[src/rtl/swarq_pkg.sv]
// Shared types and constants for the sliding-window ARQ sender.
// No dependencies; every other file of the block uses this package.
`timescale 1ns / 1ps
`default_nettype none

package swarq_pkg;

    localparam int SEQ_W      = 16;
    localparam int TIME_W     = 32;
    localparam int CMD_W      = 2;
    localparam int KIND_W     = 2;
    localparam int TX_SLOT_W  = 4;
    localparam int TMO_W      = 8;
    localparam int DUP_W      = 3;
    localparam int CFG_IDX_W  = 2;
    localparam int CFG_DATA_W = 16;

    // At most this many transmissions come out of one command.
    localparam int MAX_RESULTS = 5;
    localparam int RES_IDX_W   = 3;

    // Command codes
    localparam logic [CMD_W-1:0] CMD_SEND    = 2'd0;
    localparam logic [CMD_W-1:0] CMD_TIMEOUT = 2'd1;
    localparam logic [CMD_W-1:0] CMD_ACK     = 2'd2;

    // Result kinds
    localparam logic [KIND_W-1:0] KIND_STATUS = 2'd0;
    localparam logic [KIND_W-1:0] KIND_NEW    = 2'd1;
    localparam logic [KIND_W-1:0] KIND_TMO    = 2'd2;
    localparam logic [KIND_W-1:0] KIND_DUP    = 2'd3;

    // Register indexes
    localparam logic [CFG_IDX_W-1:0] CFG_ARQ_MODE    = 2'd0;
    localparam logic [CFG_IDX_W-1:0] CFG_RTX_TIMEOUT = 2'd1;
    localparam logic [CFG_IDX_W-1:0] CFG_TOTAL_PKTS  = 2'd2;
    localparam logic [CFG_IDX_W-1:0] CFG_DUP_THRESH  = 2'd3;

    // Register reset values
    localparam logic             RST_ARQ_MODE    = 1'b0;
    localparam logic [TMO_W-1:0] RST_RTX_TIMEOUT = 8'd2;
    localparam logic [SEQ_W-1:0] RST_TOTAL_PKTS  = 16'd20;
    localparam logic [DUP_W-1:0] RST_DUP_THRESH  = 3'd3;

    localparam logic [DUP_W-1:0] DUP_SAT = 3'd7;

    // Controller to datapath
    typedef struct packed {
        logic capture;   // latch input transaction, clear result buffer
        logic do_send;   // one new transmission
        logic do_tmo;    // check one slot of the timeout walk
        logic do_ack;    // ack bookkeeping
        logic do_adv;    // move base over one acked slot
        logic emit_pop;  // current result taken
    } dp_ctl_t;

    // Datapath to controller
    typedef struct packed {
        logic send_more;
        logic walk_more;
        logic ack_in_range;
        logic adv_more;
        logic emit_last;
    } dp_status_t;

endpackage : swarq_pkg

`default_nettype wire

[src/rtl/swarq_in_if.sv]
// Input command channel (valid/ready plus cmd, ack_number, now_time) and output result channel.
// Depends on swarq_pkg for field widths.
`timescale 1ns / 1ps
`default_nettype none

interface swarq_in_if;
    logic                          valid;
    logic                          ready;
    logic [swarq_pkg::CMD_W-1:0]   cmd;
    logic [swarq_pkg::SEQ_W-1:0]   ack_number;
    logic [swarq_pkg::TIME_W-1:0]  now_time;

    modport source (output valid, output cmd, output ack_number, output now_time,
                    input ready);
    modport sink   (input valid, input cmd, input ack_number, input now_time,
                    output ready);
endinterface : swarq_in_if

interface swarq_out_if;
    logic                             valid;
    logic                             ready;
    logic [swarq_pkg::KIND_W-1:0]     kind;
    logic [swarq_pkg::SEQ_W-1:0]      tx_seq;
    logic [swarq_pkg::TX_SLOT_W-1:0]  tx_slot;
    logic [swarq_pkg::SEQ_W-1:0]      base_now;
    logic [swarq_pkg::SEQ_W-1:0]      next_now;
    logic                             finished;
    logic                             last;

    modport source (output valid, output kind, output tx_seq, output tx_slot,
                    output base_now, output next_now, output finished, output last,
                    input ready);
    modport sink   (input valid, input kind, input tx_seq, input tx_slot,
                    input base_now, input next_now, input finished, input last,
                    output ready);
endinterface : swarq_out_if

`default_nettype wire

[src/rtl/swarq_ctrl.sv]
// Sequencing state machine of the ARQ sender.
// Depends on swarq_pkg (dp_ctl_t, dp_status_t, command codes).
`timescale 1ns / 1ps
`default_nettype none

module swarq_ctrl
(
    input  wire                          clk,
    input  wire                          rst_n,
    input  wire                          in_valid,
    input  wire  [swarq_pkg::CMD_W-1:0]  in_cmd,
    output logic                         in_ready,
    output logic                         out_valid,
    input  wire                          out_ready,
    output swarq_pkg::dp_ctl_t           ctl,
    input  swarq_pkg::dp_status_t        st
);
    import swarq_pkg::*;

    typedef enum logic [2:0] {
        S_IDLE,
        S_SEND,
        S_TMO,
        S_ACK,
        S_ADV,
        S_EMIT
    } state_t;

    state_t state_reg;
    state_t state_next;
    logic   in_fire;
    logic   out_fire;

    assign in_ready  = (state_reg == S_IDLE);
    assign out_valid = (state_reg == S_EMIT);
    assign in_fire   = in_valid && in_ready;
    assign out_fire  = out_valid && out_ready;

    always_comb
    begin
        ctl          = '0;
        ctl.capture  = in_fire;
        ctl.do_send  = (state_reg == S_SEND) && st.send_more;
        ctl.do_tmo   = (state_reg == S_TMO) && st.walk_more;
        ctl.do_ack   = (state_reg == S_ACK);
        ctl.do_adv   = (state_reg == S_ADV) && st.adv_more;
        ctl.emit_pop = out_fire;
    end

    always_comb
    begin
        state_next = state_reg;
        case (state_reg)
            S_IDLE:
            begin
                if (in_fire)
                begin
                    case (in_cmd)
                        CMD_SEND:    state_next = S_SEND;
                        CMD_TIMEOUT: state_next = S_TMO;
                        CMD_ACK:     state_next = S_ACK;
                        default:     state_next = S_EMIT;
                    endcase
                end
            end
            S_SEND:
            begin
                if (!st.send_more)
                    state_next = S_EMIT;
            end
            S_TMO:
            begin
                if (!st.walk_more)
                    state_next = S_EMIT;
            end
            S_ACK:
            begin
                state_next = st.ack_in_range ? S_ADV : S_EMIT;
            end
            S_ADV:
            begin
                if (!st.adv_more)
                    state_next = S_EMIT;
            end
            S_EMIT:
            begin
                if (out_fire && st.emit_last)
                    state_next = S_IDLE;
            end
            default:
            begin
                state_next = S_IDLE;
            end
        endcase
    end

    always_ff @(posedge clk or negedge rst_n)
    begin
        if (!rst_n)
            state_reg <= S_IDLE;
        else
            state_reg <= state_next;
    end

endmodule : swarq_ctrl

`default_nettype wire

[src/rtl/swarq_datapath.sv]
// Window state, configuration registers and result buffer of the ARQ sender.
// Depends on swarq_pkg; driven by swarq_ctrl through dp_ctl_t.
`timescale 1ns / 1ps
`default_nettype none

module swarq_datapath
#(
    parameter int WINDOW = 4
)
(
    input  wire                                clk,
    input  wire                                rst_n,
    input  swarq_pkg::dp_ctl_t                 ctl,
    output swarq_pkg::dp_status_t              st,
    input  wire  [swarq_pkg::SEQ_W-1:0]        in_ack_number,
    input  wire  [swarq_pkg::TIME_W-1:0]       in_now_time,
    input  wire                                cfg_we,
    input  wire  [swarq_pkg::CFG_IDX_W-1:0]    cfg_index,
    input  wire  [swarq_pkg::CFG_DATA_W-1:0]   cfg_data,
    output logic [swarq_pkg::KIND_W-1:0]       out_kind,
    output logic [swarq_pkg::SEQ_W-1:0]        out_tx_seq,
    output logic [swarq_pkg::TX_SLOT_W-1:0]    out_tx_slot,
    output logic [swarq_pkg::SEQ_W-1:0]        out_base_now,
    output logic [swarq_pkg::SEQ_W-1:0]        out_next_now,
    output logic                               out_finished,
    output logic                               out_last
);
    import swarq_pkg::*;

    localparam int SLOT_W = (WINDOW > 1) ? $clog2(WINDOW) : 1;
    localparam int SUM_W  = SLOT_W + 2;
    localparam logic [SLOT_W-1:0] SLOT_LAST = SLOT_W'(WINDOW - 1);
    localparam logic [SUM_W-1:0]  WIN_SUM   = SUM_W'(WINDOW);
    localparam logic [SEQ_W:0]    WIN_SEQ   = (SEQ_W + 1)'(WINDOW);

    function automatic logic [SLOT_W-1:0] slot_inc(input logic [SLOT_W-1:0] s);
        slot_inc = (s == SLOT_LAST) ? '0 : s + 1'b1;
    endfunction

    // configuration
    logic             arq_mode_reg,  arq_mode_next;
    logic [TMO_W-1:0] rtx_tmo_reg,   rtx_tmo_next;
    logic [SEQ_W-1:0] total_reg,     total_next;
    logic [DUP_W-1:0] dup_thr_reg,   dup_thr_next;

    // window control state
    logic [SEQ_W-1:0]  base_reg,       base_next;
    logic [SEQ_W-1:0]  head_seq_reg,   head_seq_next;
    logic [SLOT_W-1:0] base_slot_reg,  base_slot_next;
    logic [SLOT_W-1:0] next_slot_reg,  next_slot_next;
    logic [WINDOW-1:0] acked_reg,      acked_next;
    logic [SEQ_W-1:0]  last_ack_reg,   last_ack_next;
    logic              last_ack_v_reg, last_ack_v_next;
    logic [DUP_W-1:0]  dup_cnt_reg,    dup_cnt_next;
    logic [RES_IDX_W-1:0] res_cnt_reg, res_cnt_next;
    logic [RES_IDX_W-1:0] emit_idx_reg, emit_idx_next;

    // payload state
    logic [TIME_W-1:0] sent_time_reg [WINDOW];
    logic [TIME_W-1:0] sent_time_next [WINDOW];
    logic [SEQ_W-1:0]  ack_reg,       ack_next;
    logic [TIME_W-1:0] now_reg,       now_next;
    logic [SEQ_W-1:0]  walk_seq_reg,  walk_seq_next;
    logic [SLOT_W-1:0] walk_slot_reg, walk_slot_next;
    logic [KIND_W-1:0] res_kind_reg [MAX_RESULTS];
    logic [KIND_W-1:0] res_kind_next [MAX_RESULTS];
    logic [SEQ_W-1:0]  res_seq_reg  [MAX_RESULTS];
    logic [SEQ_W-1:0]  res_seq_next [MAX_RESULTS];
    logic [SLOT_W-1:0] res_slot_reg [MAX_RESULTS];
    logic [SLOT_W-1:0] res_slot_next [MAX_RESULTS];

    // decode
    logic              room;
    logic [SEQ_W-1:0]  ack_off;
    logic [SUM_W-1:0]  ack_sum;
    logic [SLOT_W-1:0] ack_slot;
    logic [SLOT_W-1:0] tgt_slot;
    logic [SEQ_W:0]    tgt_seq;
    logic [DUP_W-1:0]  dup_inc;
    logic [TIME_W-1:0] walk_age;
    logic              walk_due;

    assign room = (res_cnt_reg < RES_IDX_W'(MAX_RESULTS));

    assign st.send_more = room
                       && ({1'b0, head_seq_reg} < ({1'b0, base_reg} + WIN_SEQ))
                       && (head_seq_reg < total_reg);
    assign st.walk_more = room && (walk_seq_reg < head_seq_reg);
    assign st.ack_in_range = (ack_reg >= base_reg) && (ack_reg < head_seq_reg);
    assign st.adv_more = (base_reg < head_seq_reg) && (base_reg < total_reg)
                      && acked_reg[base_slot_reg];
    assign st.emit_last = (res_cnt_reg == '0) || (emit_idx_reg == res_cnt_reg - 1'b1);

    // ack sits less than WINDOW above base, so one compare-subtract wraps the slot
    assign ack_off  = ack_reg - base_reg;
    assign ack_sum  = SUM_W'(base_slot_reg) + SUM_W'(ack_off[SLOT_W-1:0]);
    assign ack_slot = (ack_sum >= WIN_SUM) ? SLOT_W'(ack_sum - WIN_SUM) : SLOT_W'(ack_sum);
    assign tgt_slot = arq_mode_reg ? slot_inc(ack_slot) : ack_slot;
    assign tgt_seq  = {1'b0, ack_reg} + (SEQ_W + 1)'(arq_mode_reg);
    assign dup_inc  = dup_cnt_reg + 1'b1;

    assign walk_age = now_reg - sent_time_reg[walk_slot_reg];
    assign walk_due = !acked_reg[walk_slot_reg]
                   && (arq_mode_reg || (walk_age >= TIME_W'(rtx_tmo_reg)));

    always_comb
    begin
        arq_mode_next   = arq_mode_reg;
        rtx_tmo_next    = rtx_tmo_reg;
        total_next      = total_reg;
        dup_thr_next    = dup_thr_reg;
        base_next       = base_reg;
        head_seq_next   = head_seq_reg;
        base_slot_next  = base_slot_reg;
        next_slot_next  = next_slot_reg;
        acked_next      = acked_reg;
        last_ack_next   = last_ack_reg;
        last_ack_v_next = last_ack_v_reg;
        dup_cnt_next    = dup_cnt_reg;
        res_cnt_next    = res_cnt_reg;
        emit_idx_next   = emit_idx_reg;
        sent_time_next  = sent_time_reg;
        ack_next        = ack_reg;
        now_next        = now_reg;
        walk_seq_next   = walk_seq_reg;
        walk_slot_next  = walk_slot_reg;
        res_kind_next   = res_kind_reg;
        res_seq_next    = res_seq_reg;
        res_slot_next   = res_slot_reg;

        if (cfg_we)
        begin
            case (cfg_index)
                CFG_ARQ_MODE:    arq_mode_next = cfg_data[0];
                CFG_RTX_TIMEOUT: rtx_tmo_next  = cfg_data[TMO_W-1:0];
                CFG_TOTAL_PKTS:  total_next    = cfg_data[SEQ_W-1:0];
                CFG_DUP_THRESH:  dup_thr_next  = cfg_data[DUP_W-1:0];
                default:         ;
            endcase
        end

        if (ctl.capture)
        begin
            ack_next       = in_ack_number;
            now_next       = in_now_time;
            walk_seq_next  = base_reg;
            walk_slot_next = base_slot_reg;
            res_cnt_next   = '0;
            emit_idx_next  = '0;
        end

        if (ctl.do_send)
        begin
            acked_next[next_slot_reg]     = 1'b0;
            sent_time_next[next_slot_reg] = now_reg;
            res_kind_next[res_cnt_reg]    = KIND_NEW;
            res_seq_next[res_cnt_reg]     = head_seq_reg;
            res_slot_next[res_cnt_reg]    = next_slot_reg;
            res_cnt_next                  = res_cnt_reg + 1'b1;
            head_seq_next                 = head_seq_reg + 1'b1;
            next_slot_next                = slot_inc(next_slot_reg);
        end

        if (ctl.do_tmo)
        begin
            if (walk_due)
            begin
                sent_time_next[walk_slot_reg] = now_reg;
                res_kind_next[res_cnt_reg]    = KIND_TMO;
                res_seq_next[res_cnt_reg]     = walk_seq_reg;
                res_slot_next[res_cnt_reg]    = walk_slot_reg;
                res_cnt_next                  = res_cnt_reg + 1'b1;
            end
            walk_seq_next  = walk_seq_reg + 1'b1;
            walk_slot_next = slot_inc(walk_slot_reg);
        end

        if (ctl.do_ack && st.ack_in_range)
        begin
            if (last_ack_v_reg && (ack_reg == last_ack_reg))
            begin
                if (dup_cnt_reg < DUP_SAT)
                begin
                    dup_cnt_next = dup_inc;
                    // fast retransmit fires once, on reaching the threshold
                    if ((dup_inc == dup_thr_reg) && (tgt_seq < {1'b0, head_seq_reg}))
                    begin
                        sent_time_next[tgt_slot] = now_reg;
                        res_kind_next[0]         = KIND_DUP;
                        res_seq_next[0]          = tgt_seq[SEQ_W-1:0];
                        res_slot_next[0]         = tgt_slot;
                        res_cnt_next             = RES_IDX_W'(1);
                    end
                end
            end
            else
            begin
                last_ack_next   = ack_reg;
                last_ack_v_next = 1'b1;
                dup_cnt_next    = arq_mode_reg ? DUP_W'(0) : DUP_W'(1);
            end
            acked_next[ack_slot] = 1'b1;
        end

        if (ctl.do_adv)
        begin
            base_next      = base_reg + 1'b1;
            base_slot_next = slot_inc(base_slot_reg);
        end

        if (ctl.emit_pop && !st.emit_last)
            emit_idx_next = emit_idx_reg + 1'b1;
    end

    always_ff @(posedge clk or negedge rst_n)
    begin
        if (!rst_n)
        begin
            arq_mode_reg   <= RST_ARQ_MODE;
            rtx_tmo_reg    <= RST_RTX_TIMEOUT;
            total_reg      <= RST_TOTAL_PKTS;
            dup_thr_reg    <= RST_DUP_THRESH;
            base_reg       <= '0;
            head_seq_reg   <= '0;
            base_slot_reg  <= '0;
            next_slot_reg  <= '0;
            acked_reg      <= '1;
            last_ack_reg   <= '0;
            last_ack_v_reg <= 1'b0;
            dup_cnt_reg    <= '0;
            res_cnt_reg    <= '0;
            emit_idx_reg   <= '0;
        end
        else
        begin
            arq_mode_reg   <= arq_mode_next;
            rtx_tmo_reg    <= rtx_tmo_next;
            total_reg      <= total_next;
            dup_thr_reg    <= dup_thr_next;
            base_reg       <= base_next;
            head_seq_reg   <= head_seq_next;
            base_slot_reg  <= base_slot_next;
            next_slot_reg  <= next_slot_next;
            acked_reg      <= acked_next;
            last_ack_reg   <= last_ack_next;
            last_ack_v_reg <= last_ack_v_next;
            dup_cnt_reg    <= dup_cnt_next;
            res_cnt_reg    <= res_cnt_next;
            emit_idx_reg   <= emit_idx_next;
        end
    end

    always_ff @(posedge clk)
    begin
        sent_time_reg <= sent_time_next;
        ack_reg       <= ack_next;
        now_reg       <= now_next;
        walk_seq_reg  <= walk_seq_next;
        walk_slot_reg <= walk_slot_next;
        res_kind_reg  <= res_kind_next;
        res_seq_reg   <= res_seq_next;
        res_slot_reg  <= res_slot_next;
    end

    // result channel reads straight from the buffer; it holds while stalled
    always_comb
    begin
        if (res_cnt_reg == '0)
        begin
            out_kind    = KIND_STATUS;
            out_tx_seq  = '0;
            out_tx_slot = '0;
        end
        else
        begin
            out_kind    = res_kind_reg[emit_idx_reg];
            out_tx_seq  = res_seq_reg[emit_idx_reg];
            out_tx_slot = TX_SLOT_W'(res_slot_reg[emit_idx_reg]);
        end
    end

    assign out_base_now = base_reg;
    assign out_next_now = head_seq_reg;
    assign out_finished = (base_reg >= total_reg);
    assign out_last     = st.emit_last;

endmodule : swarq_datapath

`default_nettype wire

[src/rtl/sliding_window_arq_sender_top.sv]
// Top level of the sliding-window ARQ sender (selective repeat / go-back-N).
// Depends on swarq_pkg, swarq_in_if/swarq_out_if, swarq_ctrl, swarq_datapath.
//
//  channel   dir  handshake     transaction carries
//  --------  ---  ------------  ------------------------------------------------
//  in_ch     in   valid/ready   cmd, ack_number, now_time
//  out_ch    out  valid/ready   kind, tx_seq, tx_slot, base_now, next_now,
//                               finished, last
//  cfg       in   cfg_we only   cfg_index selects register, cfg_data holds value
//
// One command at a time. After acceptance: send issues one new packet per cycle
// (up to 5); timeout walks the outstanding slots one per cycle (at most WINDOW);
// ack checks the number, then moves the base one acked slot per cycle (at most
// WINDOW). Then one result per cycle while out_ch.ready is high.
// Reset is asynchronous; all slots read as acked and the window is empty.
// A stalled result holds its payload; in_ch.ready is low until the last
// result of the command has been taken.
`timescale 1ns / 1ps
`default_nettype none

module sliding_window_arq_sender_top
#(
    parameter int WINDOW = 4
)
(
    input  wire                                clk,
    input  wire                                rst_n,
    swarq_in_if.sink                           in_ch,
    swarq_out_if.source                        out_ch,
    input  wire                                cfg_we,
    input  wire  [swarq_pkg::CFG_IDX_W-1:0]    cfg_index,
    input  wire  [swarq_pkg::CFG_DATA_W-1:0]   cfg_data
);
    import swarq_pkg::*;

    dp_ctl_t    ctl;
    dp_status_t st;

    // Controller: sequences capture, per-slot steps and result emission.
    swarq_ctrl u_ctrl
    (
        .clk       (clk),
        .rst_n     (rst_n),
        .in_valid  (in_ch.valid),
        .in_cmd    (in_ch.cmd),
        .in_ready  (in_ch.ready),
        .out_valid (out_ch.valid),
        .out_ready (out_ch.ready),
        .ctl       (ctl),
        .st        (st)
    );

    // Datapath: slot flags and send times, base/next, dup-ack tracking,
    // configuration and the per-command result buffer.
    swarq_datapath #(
        .WINDOW (WINDOW)
    ) u_dp
    (
        .clk           (clk),
        .rst_n         (rst_n),
        .ctl           (ctl),
        .st            (st),
        .in_ack_number (in_ch.ack_number),
        .in_now_time   (in_ch.now_time),
        .cfg_we        (cfg_we),
        .cfg_index     (cfg_index),
        .cfg_data      (cfg_data),
        .out_kind      (out_ch.kind),
        .out_tx_seq    (out_ch.tx_seq),
        .out_tx_slot   (out_ch.tx_slot),
        .out_base_now  (out_ch.base_now),
        .out_next_now  (out_ch.next_now),
        .out_finished  (out_ch.finished),
        .out_last      (out_ch.last)
    );

endmodule : sliding_window_arq_sender_top

`default_nettype wire

[src/flat_wrapper.sv]
// flat-port wrapper written by rule: the top's interface ports become plain ports
module sliding_window_arq_sender_top_flat import swarq_pkg::*;
#(
    parameter int WINDOW = 4
)
  (clk, rst_n, cfg_we, cfg_index, cfg_data, in_ch_valid, in_ch_cmd, in_ch_ack_number, in_ch_now_time, in_ch_ready, out_ch_valid, out_ch_kind, out_ch_tx_seq, out_ch_tx_slot, out_ch_base_now, out_ch_next_now, out_ch_finished, out_ch_last, out_ch_ready);
  swarq_in_if in_ch_i ();
  swarq_out_if out_ch_i ();
  input  wire clk;
  input  wire rst_n;
  input  wire cfg_we;
  input  wire  [swarq_pkg::CFG_IDX_W-1:0] cfg_index;
  input  wire  [swarq_pkg::CFG_DATA_W-1:0] cfg_data;
  input wire logic [$bits(in_ch_i.valid)-1:0] in_ch_valid;
  input wire logic [$bits(in_ch_i.cmd)-1:0] in_ch_cmd;
  input wire logic [$bits(in_ch_i.ack_number)-1:0] in_ch_ack_number;
  input wire logic [$bits(in_ch_i.now_time)-1:0] in_ch_now_time;
  output wire logic [$bits(in_ch_i.ready)-1:0] in_ch_ready;
  output wire logic [$bits(out_ch_i.valid)-1:0] out_ch_valid;
  output wire logic [$bits(out_ch_i.kind)-1:0] out_ch_kind;
  output wire logic [$bits(out_ch_i.tx_seq)-1:0] out_ch_tx_seq;
  output wire logic [$bits(out_ch_i.tx_slot)-1:0] out_ch_tx_slot;
  output wire logic [$bits(out_ch_i.base_now)-1:0] out_ch_base_now;
  output wire logic [$bits(out_ch_i.next_now)-1:0] out_ch_next_now;
  output wire logic [$bits(out_ch_i.finished)-1:0] out_ch_finished;
  output wire logic [$bits(out_ch_i.last)-1:0] out_ch_last;
  input wire logic [$bits(out_ch_i.ready)-1:0] out_ch_ready;
  assign in_ch_i.valid = in_ch_valid;
  assign in_ch_i.cmd = in_ch_cmd;
  assign in_ch_i.ack_number = in_ch_ack_number;
  assign in_ch_i.now_time = in_ch_now_time;
  assign in_ch_ready = in_ch_i.ready;
  assign out_ch_valid = out_ch_i.valid;
  assign out_ch_kind = out_ch_i.kind;
  assign out_ch_tx_seq = out_ch_i.tx_seq;
  assign out_ch_tx_slot = out_ch_i.tx_slot;
  assign out_ch_base_now = out_ch_i.base_now;
  assign out_ch_next_now = out_ch_i.next_now;
  assign out_ch_finished = out_ch_i.finished;
  assign out_ch_last = out_ch_i.last;
  assign out_ch_i.ready = out_ch_ready;
  sliding_window_arq_sender_top #(.WINDOW(WINDOW)) u_core (.clk(clk), .rst_n(rst_n), .in_ch(in_ch_i), .out_ch(out_ch_i), .cfg_we(cfg_we), .cfg_index(cfg_index), .cfg_data(cfg_data));
endmodule
[config.mk]
export PLATFORM = sky130hd
export DESIGN_NAME = sliding_window_arq_sender_top_flat
export DESIGN_NICKNAME = d
export VERILOG_FILES = /design/src/rtl/swarq_pkg.sv /design/src/rtl/swarq_in_if.sv /design/src/rtl/swarq_ctrl.sv /design/src/rtl/swarq_datapath.sv /design/src/rtl/sliding_window_arq_sender_top.sv /design/src/flat_wrapper.sv
export SDC_FILE = /design/constraint.sdc
export NUM_CORES = 1
export LEC_CHECK = 0
export BUFFER_PORTS_ARGS = -buffer_cell sky130_fd_sc_hd__buf_2
export CAP_MARGIN = 20
export CORE_MARGIN = 5
export CORE_UTILIZATION = 35
export DETAILED_ROUTE_END_ITERATION = 6
export GPL_ROUTABILITY_DRIVEN = 0
export GPL_TIMING_DRIVEN = 0
export PLACE_DENSITY = 0.58
export SYNTH_ARGS = -nofsm -noshare
export SYNTH_HDL_FRONTEND = slang
export SYNTH_SLANG_ARGS = --single-unit
[constraint.sdc]
create_clock -name clk -period 7.4 [get_ports clk]
set_input_delay 1.48 -clock clk [delete_from_list [all_inputs] [get_ports clk]]
set_output_delay 1.48 -clock clk [all_outputs]
set_load 0.05 [all_outputs]
Yosys cells after proc, flatten, opt, wreduce, memory -nomap -nowiden
Index checks and enable logic that the tools add are counted.
{"block": "word_totals", "mem_count": 0, "reg_bits": 391, "out_inout_bits": 58, "ram_bits": 0, "latch_bits": 0, "mem_bits_ro": 0, "elab_cells": 262}
{"block": "op_classes", "bitwise": 15, "n_addsub": 17, "n_shift": 0, "div_mod_pow": 0, "n_eq_ne": 23, "mul": 0, "n_mux": 101, "magnitude_cmp": 28, "n_reduce_logical": 40}
{"op": "128-bit two-way mux", "count": 7}
{"op": "128-bit bitwise mux", "count": 3}
{"op": "80-bit two-way mux", "count": 3}
{"op": "32-bit demux with 2-bit select", "count": 3}
{"op": "80-bit bitwise mux", "count": 2}
{"op": "16-bit two-way mux", "count": 10}
{"op": "32-bit two-way mux", "count": 5}
{"op": "16-bit less-than comparator", "count": 5}
{"op": "32-bit binary-select mux with 2-bit select", "count": 1}
{"op": "10-bit two-way mux", "count": 6}
{"op": "3-bit two-way mux", "count": 17}
{"op": "16-bit by 1-bit adder with 16-bit output, second input constant", "count": 3}
{"op": "16-bit binary-select mux with 3-bit select", "count": 1}
{"op": "16-bit demux with 3-bit select", "count": 1}
{"op": "2-bit two-way mux", "count": 23}
{"op": "16-bit greater-or-equal comparator", "count": 2}
{"op": "32-bit by 8-bit greater-or-equal comparator with 1-bit output", "count": 1}
{"op": "32-bit subtractor", "count": 1}
{"op": "1-bit logical AND", "count": 23}
{"op": "10-bit bitwise mux", "count": 2}
{"op": "3-bit one-hot mux with 6 select lines", "count": 1}
{"op": "16-bit by 1-bit adder with 17-bit output", "count": 1}
{"op": "16-bit by 3-bit adder with 17-bit output, second input constant", "count": 1}
{"op": "16-bit by 17-bit less-than comparator with 1-bit output", "count": 1}
{"op": "other kinds (46)", "count": 101}

Depth between registers and ports, before layout
Gate-level depths: netlist of the first run.
{"block": "logic_depth", "word_depth": 17, "ltp_mapped": 23, "depth_no_buf": 19}

Cells and area by module
Synthesis of the first run repeated with hierarchy kept, for this count alone.
{"block": "hier_totals", "hier_cells": 2203, "area_unflattened_um2": 23595.1}
{"mod": "swarq_datapath", "instances": 1, "area_per_inst_um2": 23248.5, "cells_each": 2166}
{"mod": "swarq_ctrl", "instances": 1, "area_per_inst_um2": 346.6, "cells_each": 37}

Worst setup path after synthesis of the first run
OpenSTA, ideal clock, no wires.
{"block": "synth_path", "kind": "flip-flop to flip-flop", "from": "register u_core.u_dp.walk_slot_reg[0]", "to": "register u_core.u_dp.sent_time_reg[100] in the netlist's numbering", "required_ns": 7.279, "path_stages_with_launch": 23, "period_less_slack_ns": 5.979, "arrival_ns": 5.858, "path_buffers": 3, "setup_time_ns": 0.121, "path_slack_ns": 1.421, "cell_sequence": "edfxtp_1 > clkbuf_1 > buf_1 > mux4_2 > inv_1 > ha_1 > a21oi_1 > nand2_1 > o21ai_0 > xnor2_1 > ha_1 > a211oi_1 > o21ai_0 > a2111oi_0 > o311a_1 > nand4b_1 > nor4_1 > nand4_1 > nor4_2 > a21oi_4 > a221oi_4 > buf_6 > mux2_2"}
{"element": "start: declaration", "line_no": "swarq_datapath.sv:64", "rtl": "logic [SLOT_W-1:0] walk_slot_reg, walk_slot_next;"}
{"element": "start signal: assignment", "line_no": "swarq_datapath.sv:259", "rtl": "walk_slot_reg <= walk_slot_next;"}
{"element": "end signal: assignment", "line_no": "swarq_datapath.sv:255", "rtl": "sent_time_reg <= sent_time_next;"}
{"element": "end: declaration", "line_no": "swarq_datapath.sv:59", "rtl": "logic [TIME_W-1:0] sent_time_reg [WINDOW];"}

==> impl_metrics.py, run 1 <==
metrics = {
    "outcome": {
        "status": "finished, final reports clean",
    },
    "flow_run": {
        "cap_violations": 0,
    },
    "setup_path": {
        "crit_required_ns": 7.86,
        "startpoint_type": "register",
        "path_class": "register to register",
        "reg2reg_to": "u_core.u_dp.sent_time_reg[121]",
        "cp_num_buf_inv": 3,
        "crit_top_cell": "ha_1",
        "cp_num_cells": 22,
        "rr_startpoint": "u_core.u_dp.walk_slot_reg[0]",
        "cp-startpoint": "u_core.u_dp.walk_slot_reg[0]",
        "r2r_slack_ns": 0.41,
        "cp_slowest_cell": "mux4_2",
        "cp_slowest_stage_delay_ns": 0.56,
        "crit_arrival_ns": 7.45,
        "critPathMaxFanout": 10,
        "crit_family": "compound AO/OA/AOI/OAI gates",
        "crit_chain": "clkbuf_2, clkbuf_4, mux4_2, ha_1, fa_1, nand2b_1, a21o_1, and2_1, xnor2_1, ha_1, a211oi_1, o21ai_0, a2111oi_0, o311a_1, nand4b_1, nor4_1, nand4_1, nor4_4, a21oi_4, a221oi_4, buf_6, mux2_2",
        "end_kind": "register",
        "worstRegToRegCells": 22,
        "crit_end": "u_core.u_dp.sent_time_reg[121]",
    },
    "die": {
        "die_w_um": 266.4,
        "coreArea_um2": 65510,
        "start_util": 0.3511,
        "io_pins": 131,
        "die_h_um": 266.4,
        "design.die.area_um2": 70950,
        "rows": 94,
    },
    "cts": {
        "cts_tree": "done",
        "clkLatencyLatePin_ns": 0.59,
        "clockBufferDepth": 3,
        "numCtsBuffers": 45,
        "htreeDepth": 2,
        "clkTransAtPathRegs_ns": 0.06,
        "cts_root_buffer": "clkbuf_16",
        "numClockSinks": 391,
    },
    "timing": {
        "tightest_slew_ns": 0.9663,
        "rsz0062_at_grt": "false",
        "max_freq_mhz": 143.1,
        "timing.final.crit_share": 0.9445,
        "slew_headroom": 0.3558,
        "skew_ns": 0.02575,
        "setup_viol": 0,
        "finalCriticalPeriod_ns": 6.989,
        "setup_tns_ns": 0,
        "final_hold_viol_count": 0,
        "holdWs_ns": 0.4443,
        "drv_slew": 0,
    },
    "yosys": {
        "ys.flop_type": "dfxtp_1",
        "ys_types": 76,
        "ys_seq_area_frac": 0.3906,
        "synthCells": 2106,
        "syn_avg_cell_area_um2": 10.92,
        "async_flop_share": 0.2481,
        "netlist_area_um2": 23000,
        "yosys_warnings": 0,
        "ys_seq_elements": 391,
        "synth_edf_count": 66,
    },
    "finish": {
        "drive_above_1_share": 0.2721,
        "area_growth_pct": 14.41,
        "layout_commonest_cell": "mux2_2",
        "largest_register_ffs": 128,
        "layout_common_cells": "mux2_2 (307), dfxtp_1 (228), ha_1 (190), buf_2 (142), inv_1 (121)",
        "layout.cells.non_filler": 3190,
        "nNetsFinal": 2551,
    },
    "grt": {
        "grt_first_pass_wirelength_mm": 104.0,
        "grt_pass1_vias": 17644,
        "grt_usage": 0.1855,
        "antenna_found_initial": 4,
        "overflow": 0,
        "grt_max_degree": 58,
    },
    "routing": {
        "drtIter0Drc": 1267,
        "avgRoutedWirePerCell_um": 20.91,
        "viasPerCell": 5.352,
        "drt-total-wl_mm": 66.70,
        "first_pass_iters": 6,
        "postRouteAntennaNets": 0,
        "drc": 0,
        "vias": 17073,
    },
    "place": {
        "dpl.cell_count": 3102,
        "dp_hpwl_mm": 50.57,
        "place.port_buffers": 128,
    },
    "pwr": {
        "pwr-share-clk": 0.230,
        "p_leak_uw": 0.01140,
        "p_sw_uw": 3721,
        "max-vdd-ir-drop_v": 0.0001922,
        "p_per_area_nw_per_um2": 366.4,
        "p_int_uw": 5923,
        "seqPwrFrac": 0.337,
        "combPwrFrac": 0.433,
        "swShare": 0.3859,
    },
    "worst_hold_path": {
        "hold_path.class": "register to register",
    },
}
==> synth_stat cells (all sizes together) (33+ instances only) <==
library cell	n	area, um2
a21o	53	397.9
a21oi	83	437.9
buf	38	269.0
clkbuf	61	229.0
dfrtp	88	2202
dfxtp	228	4564
edfxtp	66	1982
ha	190	2377
inv	122	457.9
mux2	330	3716
mux4	54	1216
nand2	115	431.7
nand3	40	200.2
nand4	41	256.5
nor2	105	394.1
o21ai	91	455.4
xnor2	76	665.6
xor2	33	289.0
==> power by group through the flow <==
stage	registers (uW)	clock network [uW]	logic, uW
after detailed placement	3290	0	4120
final	3250	2210	4180
after global routing	3320	2370	4610
after CTS	3250	2270	4160
after global placement	3240	0	4010
after floorplan	3150	0	3100
==> cell families after synthesis <==
logic type,Yosys count,synth area share
simple gates,426,0.09127
fa+ha+maj,192,0.1051
buf+inv,221,0.04156
mux,413,0.2270
flops,391,0.3906
compound gates,353,0.1028
other cells,1,0.0001630
xor+xnor,109,0.04150
==> per-stage QoR <==
stage	setup WS [ns]	util	cell area, um2	power (uW)
after floorplan	1.421	-	23010	6255
after global placement	-0.6668	0.3775	24730	7250
after detailed placement	-0.5713	0.3785	24790	7406
after CTS	0.07817	0.4014	26300	9678
after global routing	0.02113	0.4017	26310	10300
final	0.4110	0.4018	26320	9644
==> cell type report <==
type,count,area (um2)
Inverter,122,457.9
Clock inverter,21,158.9
Tap cell,864,1081
Fill cell,6302,39190
Clock buffer,63,1318
Multi-Input combinational cell,1495,13080
Antenna cell,3,7.507
Sequential cell,391,8985
Timing Repair Buffer,132,718.2
Buffer,99,510.5
==> how the worst min path moves through the flow <==
stage	startpoint	cells after the start	end	slack, ns
floorplan	u_core.u_dp.res_kind_reg[7]	1	u_core.u_dp.res_kind_reg[7]	0.42
global placement	u_core.u_dp.res_kind_reg[3]	1	u_core.u_dp.res_kind_reg[3]	0.43
detailed placement	u_core.u_dp.res_kind_reg[2]	2	u_core.u_dp.res_kind_reg[2]	0.44
CTS	u_core.u_dp.res_kind_reg[2]	2	u_core.u_dp.res_kind_reg[2]	0.45
global route	u_core.u_dp.res_kind_reg[2]	2	u_core.u_dp.res_kind_reg[2]	0.47
finish	u_core.u_dp.res_kind_reg[6]	2	u_core.u_dp.res_kind_reg[6]	0.44
==> timing repair <==
action	CTS	global route
hold buffers	0	0
setup buffers	0	1
endpoints found under the setup margin	224	161
resized for setup	8	9
pin swaps	0	1
==> worst reg2reg max path: cells and delay by family, from the launching register on <==
family | cells | cell delay [ns]
compound gates | 7 | 2.25
simple gates | 6 | 1.42
buf+inv | 3 | 0.94
mux | 2 | 0.92
fa+ha+maj | 3 | 0.81
flops | 1 | 0.38
xor+xnor | 1 | 0.14
==> per-layer routing <==
| metal | track usage | wire (um) | up-vias |
|---|---|---|---|
| li1 | - | - | 8111 |
| met1 | 0.2551 | 30300 | 8443 |
| met2 | 0.3053 | 31110 | 430 |
| met3 | 0.03020 | 3546 | 89 |
| met4 | 0.04912 | 1741 | 0 |
| met5 | 0 | 0 | - |
No activity file was read; power rests on OpenSTA's default activity.
==> run 2, diff against run 1 <==
==> constraint.sdc (replaced) <==
create_clock -name clk -period 7.4 [get_ports clk]
set_input_delay 0.37 -clock clk [delete_from_list [all_inputs] [get_ports clk]]
set_output_delay 0.37 -clock clk [all_outputs]
set_load 0.05 [all_outputs]
==> run 2 against run 1 <==
Global-route usage rose by 0.099 points. Final cell count is 1.7% higher. Sequential share of layout area decreased by 0.68 points. Largest cell class unchanged.
==> impl_metrics.py, run 2 (synthesis gave the netlist of run 1 again) <==
metrics = {
    "setup_path": {
        "crit_arrival_ns": 7.45,
        "path_class": "register to register",
        "crit_top_cell": "ha_1",
        "cp_num_buf_inv": 3,
        "cp_slowest_cell": "a221oi_4",
        "cp_slowest_stage_delay_ns": 0.58,
        "end_kind": "register",
        "crit_required_ns": 7.86,
        "startpoint_type": "register",
        "crit_family": "compound AO/OA/AOI/OAI gates",
        "crit_chain": "clkbuf_2, clkbuf_4, mux4_2, ha_1, fa_1, nand2b_1, a21o_1, and2_1, xnor2_1, ha_1, a211oi_1, o21ai_0, a2111oi_0, o311a_1, nand4b_1, nor4_1, nand4_1, nor4_4, a21oi_4, a221oi_4, buf_6, mux2_2",
        "critPathMaxFanout": 10,
    },
    "finish": {
        "largest_register_ffs": 128,
        "layout_common_cells": "mux2_2 (307), dfxtp_1 (228), ha_1 (190), buf_2 (142), inv_1 (121)",
        "fillers": 6250,
        "layout_commonest_cell": "mux2_2",
        "area_growth_pct": 16.73,
        "drive_above_1_share": 0.2660,
        "nNetsFinal": 2604,
    },
    "routing": {
        "drt-total-wl_mm": 67.11,
        "first_pass_iters": 5,
        "vias": 17266,
        "avgRoutedWirePerCell_um": 20.69,
        "drc": 0,
        "drtIter0Drc": 1282,
        "viasPerCell": 5.322,
        "postRouteAntennaNets": 0,
    },
    "pwr": {
        "power_uw": 9661,
        "max-vdd-ir-drop_v": 0.0001957,
        "p_leak_uw": 0.01162,
        "p_per_area_nw_per_um2": 359.8,
    },
    "timing": {
        "timing.final.crit_share": 0.9439,
        "tightest_slew_ns": 0.9705,
        "max_freq_mhz": 143.2,
        "worst_slack_ns": 0.4148,
        "rsz0062_at_grt": "false",
        "finalCriticalPeriod_ns": 6.985,
        "final_hold_viol_count": 0,
        "skew_ns": 0.02568,
        "setup_viol": 0,
        "drv_slew": 0,
        "slew_headroom": 0.3530,
    },
    "place": {
        "dp_hpwl_mm": 50.57,
        "dp_slack_ns": -0.5713,
        "place.port_buffers": 128,
    },
    "die": {
        "start_util": 0.3511,
        "die_h_um": 266.4,
        "io_pins": 131,
        "die_w_um": 266.4,
        "design.die.area_um2": 70950,
        "coreArea_um2": 65510,
        "rows": 94,
    },
    "cts": {
        "cts_tree": "done",
        "cts_root_buffer": "clkbuf_16",
        "clkTransAtPathRegs_ns": 0.06,
        "clockBufferDepth": 3,
        "htreeDepth": 2,
        "numCtsBuffers": 45,
        "numClockSinks": 391,
        "clkLatencyLatePin_ns": 0.59,
    },
    "grt": {
        "grt_max_degree": 58,
        "grt_first_pass_wirelength_mm": 104.7,
        "antenna_found_initial": 4,
        "grt_pass1_vias": 17828,
        "overflow": 0,
        "grt_usage": 0.1865,
    },
    "outcome": {
        "status": "finished, final reports clean",
    },
    "flow_run": {
        "cap_violations": 0,
    },
    "worst_hold_path": {
        "hold_path.class": "input pin to register",
    },
}
## run 2: cell types whose count changed in the layout (fill, tap and decap cells not counted)
cell,previous run,this run
diode_2,3,4
dlygate4sd3_1,0,53
## run 2: path summary, 6_finish.rpt
kind / startpoint / cells past startpoint / to / slack [ns]
worst max-delay path: u_core.u_dp.walk_slot_reg[0] / 22 / u_core.u_dp.sent_time_reg[125] / 0.41
worst min-delay path: cfg_data[15] / 2 / u_core.u_dp.total_reg[15] / 0.03
worst max register to register: u_core.u_dp.walk_slot_reg[0] / 22 / u_core.u_dp.sent_time_reg[125] / 0.41
worst min register to register: u_core.u_dp.res_kind_reg[2] / 2 / u_core.u_dp.res_kind_reg[2] / 0.44
max in group asynchronous: rst_n / 3 / u_core.u_dp.acked_reg[1] / 6.28
min in group asynchronous: rst_n / 2 / u_core.u_dp.out_base_now[10] / 0.35
## run 2: what timing repair did
action | 4_1_cts | 5_1_grt
pin swaps | 0 | 1
setup endpoints to repair | 224 | 161
setup buffers | 0 | 1
gates resized for setup | 8 | 9
hold buffers | 50 | 3
endpoints found under the hold margin | 89 | 3
## run 2: layer usage
metal	global-route usage	wire length, um
met5	0	0
met4	0.04912	1626
met3	0.02983	3820
met2	0.3077	31460
met1	0.2563	30210
## run 2: cell type report
cell class | count | area [um2] | area share
plain buffers | 99 | 510.5 | 0.01901
clock buffers | 63 | 1318 | 0.04907
inverters | 122 | 457.9 | 0.01705
flip-flops and latches | 391 | 8985 | 0.3346
well taps | 864 | 1081 | 0.04026
clock inverters | 21 | 158.9 | 0.005918
repair buffers | 185 | 1249 | 0.04650
diodes | 4 | 10.01 | 0.0003728
multi-input cells | 1495 | 13080 | 0.4872
## run 2: per-stage QoR
step                  util  cells  hold slack (ns)  instance area [um2]  TNS (ns)
global route        0.4098   3241          0.01018                26840         0
finish              0.4099   3244          0.03265                26850         0
CTS                 0.4091   3236         0.001422                26800         0
floorplan                -   2107          0.07441                23010         0
detailed placement  0.3785   3102           0.4225                24790    -81.68
global placement    0.3775   3099           0.4290                24730   -106.41
## run 2: power by group
group / internal, uW / leakage, uW / switching [uW] / total [uW]
Combinational: 1840 / 0.00714 / 2360 / 4190
Sequential: 2820 / 0.00374 / 432 / 3250
Clock: 1290 / 0.000743 / 930 / 2220
==> run 3, diff against run 2 <==
PLACE_DENSITY = unset   (was 0.58)
==> run 3 against run 2 <==
Total power rose by 0.78%. Critical path depth did not move. Maximum frequency fell by 0.51%. Sequential power barely moved. Largest cell class unchanged. Largest power group unchanged. Highest routed layer unchanged.
==> impl_metrics.py, run 3 (synthesis gave the netlist of run 1 again) <==
metrics = {
    "place": {
        "dp_slack_ns": -0.5814,
        "dp_hpwl_mm": 49.97,
        "postPlaceCellArea_um2": 24800,
        "dpl.cell_count": 3102,
        "place.port_buffers": 128,
    },
    "finish": {
        "nNetsFinal": 2604,
        "fin_area_um2": 26920,
        "fillers": 6204,
        "layout_commonest_cell": "mux2_2",
        "drive_above_1_share": 0.2667,
        "seqCellArea_um2": 8985,
        "largest_register_ffs": 128,
        "layout.cells.non_filler": 3244,
        "multi_input_area_um2": 13080,
        "area_growth_pct": 17.01,
        "layout_common_cells": "mux2_2 (307), dfxtp_1 (228), ha_1 (190), buf_2 (143), inv_1 (121)",
    },
    "cts": {
        "clkTransAtPathRegs_ns": 0.05,
        "cts_root_buffer": "clkbuf_16",
        "cts_tree": "done",
        "htreeDepth": 2,
        "numCtsBuffers": 46,
        "numClockSinks": 391,
        "clkLatencyLatePin_ns": 0.58,
        "clockBufferDepth": 3,
    },
    "setup_path": {
        "cp_slowest_cell": "mux4_2",
        "end_kind": "register",
        "critPathMaxFanout": 10,
        "crit_top_cell": "ha_1",
        "cp_slowest_stage_delay_ns": 0.58,
        "crit_arrival_ns": 7.47,
        "path_class": "register to register",
        "crit_required_ns": 7.85,
        "crit_chain": "clkbuf_2, buf_2, mux4_2, ha_1, fa_1, nand2b_1, a21o_1, and2_1, xnor2_1, ha_1, a211oi_1, o21ai_0, a2111oi_0, o311a_1, nand4b_1, nor4_1, nand4_1, nor4_4, a21oi_4, a221oi_4, buf_6, mux2_2",
        "startpoint_type": "register",
        "worstRegToRegCells": 22,
    },
    "pwr": {
        "power_uw": 9736,
        "p_per_area_nw_per_um2": 361.7,
        "max-vdd-ir-drop_v": 0.0002146,
        "p_leak_uw": 0.01164,
    },
    "die": {
        "die_w_um": 266.4,
        "io_pins": 131,
        "design.die.area_um2": 70950,
        "coreArea_um2": 65510,
        "die_h_um": 266.4,
        "rows": 94,
        "start_util": 0.3511,
    },
    "routing": {
        "vias": 17369,
        "viasPerCell": 5.354,
        "drc": 0,
        "first_pass_iters": 5,
        "drtIter0Drc": 1411,
        "drt-total-wl_mm": 65.97,
        "avgRoutedWirePerCell_um": 20.34,
        "postRouteAntennaNets": 0,
    },
    "grt": {
        "grt_first_pass_wirelength_mm": 103.3,
        "grt_usage": 0.1827,
        "antenna_found_initial": 4,
        "grt_max_degree": 57,
        "grt.met1_usage": 0.2461,
        "globalRouteMet2Util": 0.3014,
        "grt_pass1_vias": 17762,
        "grt_use_met3": 0.03112,
        "overflow": 0,
        "grt.busiest_layer": "met2",
    },
    "timing": {
        "holdWs_ns": 0.02579,
        "worst_slack_ns": 0.3792,
        "max_freq_mhz": 142.4,
        "drv_slew": 0,
        "timing.final.crit_share": 0.9488,
        "final_hold_viol_count": 0,
        "skew_ns": 0.02162,
        "slew_headroom": 0.3486,
        "tightest_slew_ns": 0.9770,
        "finalCriticalPeriod_ns": 7.021,
        "rsz0062_at_grt": "false",
        "setup_viol": 0,
    },
    "worst_hold_path": {
        "min_path_cells": 2,
        "hold_path.class": "input pin to register",
    },
    "outcome": {
        "status": "finished, final reports clean",
    },
    "flow_run": {
        "cap_violations": 0,
    },
}
## run 3: final cells by class
cell class / count / area share
clock inverters: 20 / 0.007391
repair buffers: 184 / 0.04551
plain buffers: 99 / 0.01883
multi-input cells: 1495 / 0.4861
flip-flops and latches: 391 / 0.3338
well taps: 864 / 0.04016
clock buffers: 66 / 0.05095
inverters: 122 / 0.01701
diodes: 3 / 0.0002789
## run 3: path summary, 6_finish.rpt
| path | start | endpoint | slack [ns] |
|---|---|---|---|
| max in group asynchronous | rst_n | u_core.u_dp.acked_reg[2] | 6.25 |
| hold reg to reg | u_core.u_dp.res_kind_reg[2] | u_core.u_dp.res_kind_reg[2] | 0.45 |
| hold / removal | cfg_data[10] | u_core.u_dp.total_reg[10] | 0.03 |
| setup / recovery | u_core.u_dp.walk_slot_reg[0] | u_core.u_dp.sent_time_reg[125] | 0.38 |
| setup reg to reg | u_core.u_dp.walk_slot_reg[0] | u_core.u_dp.sent_time_reg[125] | 0.38 |
| min in group asynchronous | rst_n | u_core.u_dp.total_reg[15] | 0.36 |
## run 3: critical path, delay by kind of cell (launching register included)
kind | cells | cell delay (ns)
AOI/OAI and AO/OA | 7 | 2.18
muxes | 2 | 0.93
buffers and inverters | 3 | 0.98
adders and majority gates | 3 | 0.83
xor gates and xnor gates | 1 | 0.13
and+or+nand+nor | 6 | 1.46
DFF | 1 | 0.37
## run 3: repair_timing
item,CTS,global route
pin swaps,0,1
setup buffers,0,3
resized for setup,8,6
hold buffers,50,0
gates cloned,0,0
endpoints found under the hold margin,90,0
endpoints found under the setup margin,225,148
## run 3: metal layers
metal / vias up / wire length, um
met2: 516 / 30900
met5: - / 0
met3: 111 / 3931
met4: 0 / 2093
met1: 8547 / 29040
li1: 8195 / -
## run 3: report_power, final
part	leakage, uW	switching (uW)	internal [uW]
clock	0.000773	962	1350
sequential	0.00374	432	2820
combinational	0.00713	2350	1830
## run 3: stage by stage
stage / util / setup TNS, ns
final: 0.4109 / 0
after global routing: 0.4108 / 0
after global placement: 0.3775 / -79.79
after detailed placement: 0.3785 / -85.72
after floorplan: - / 0
after CTS: 0.4106 / 0
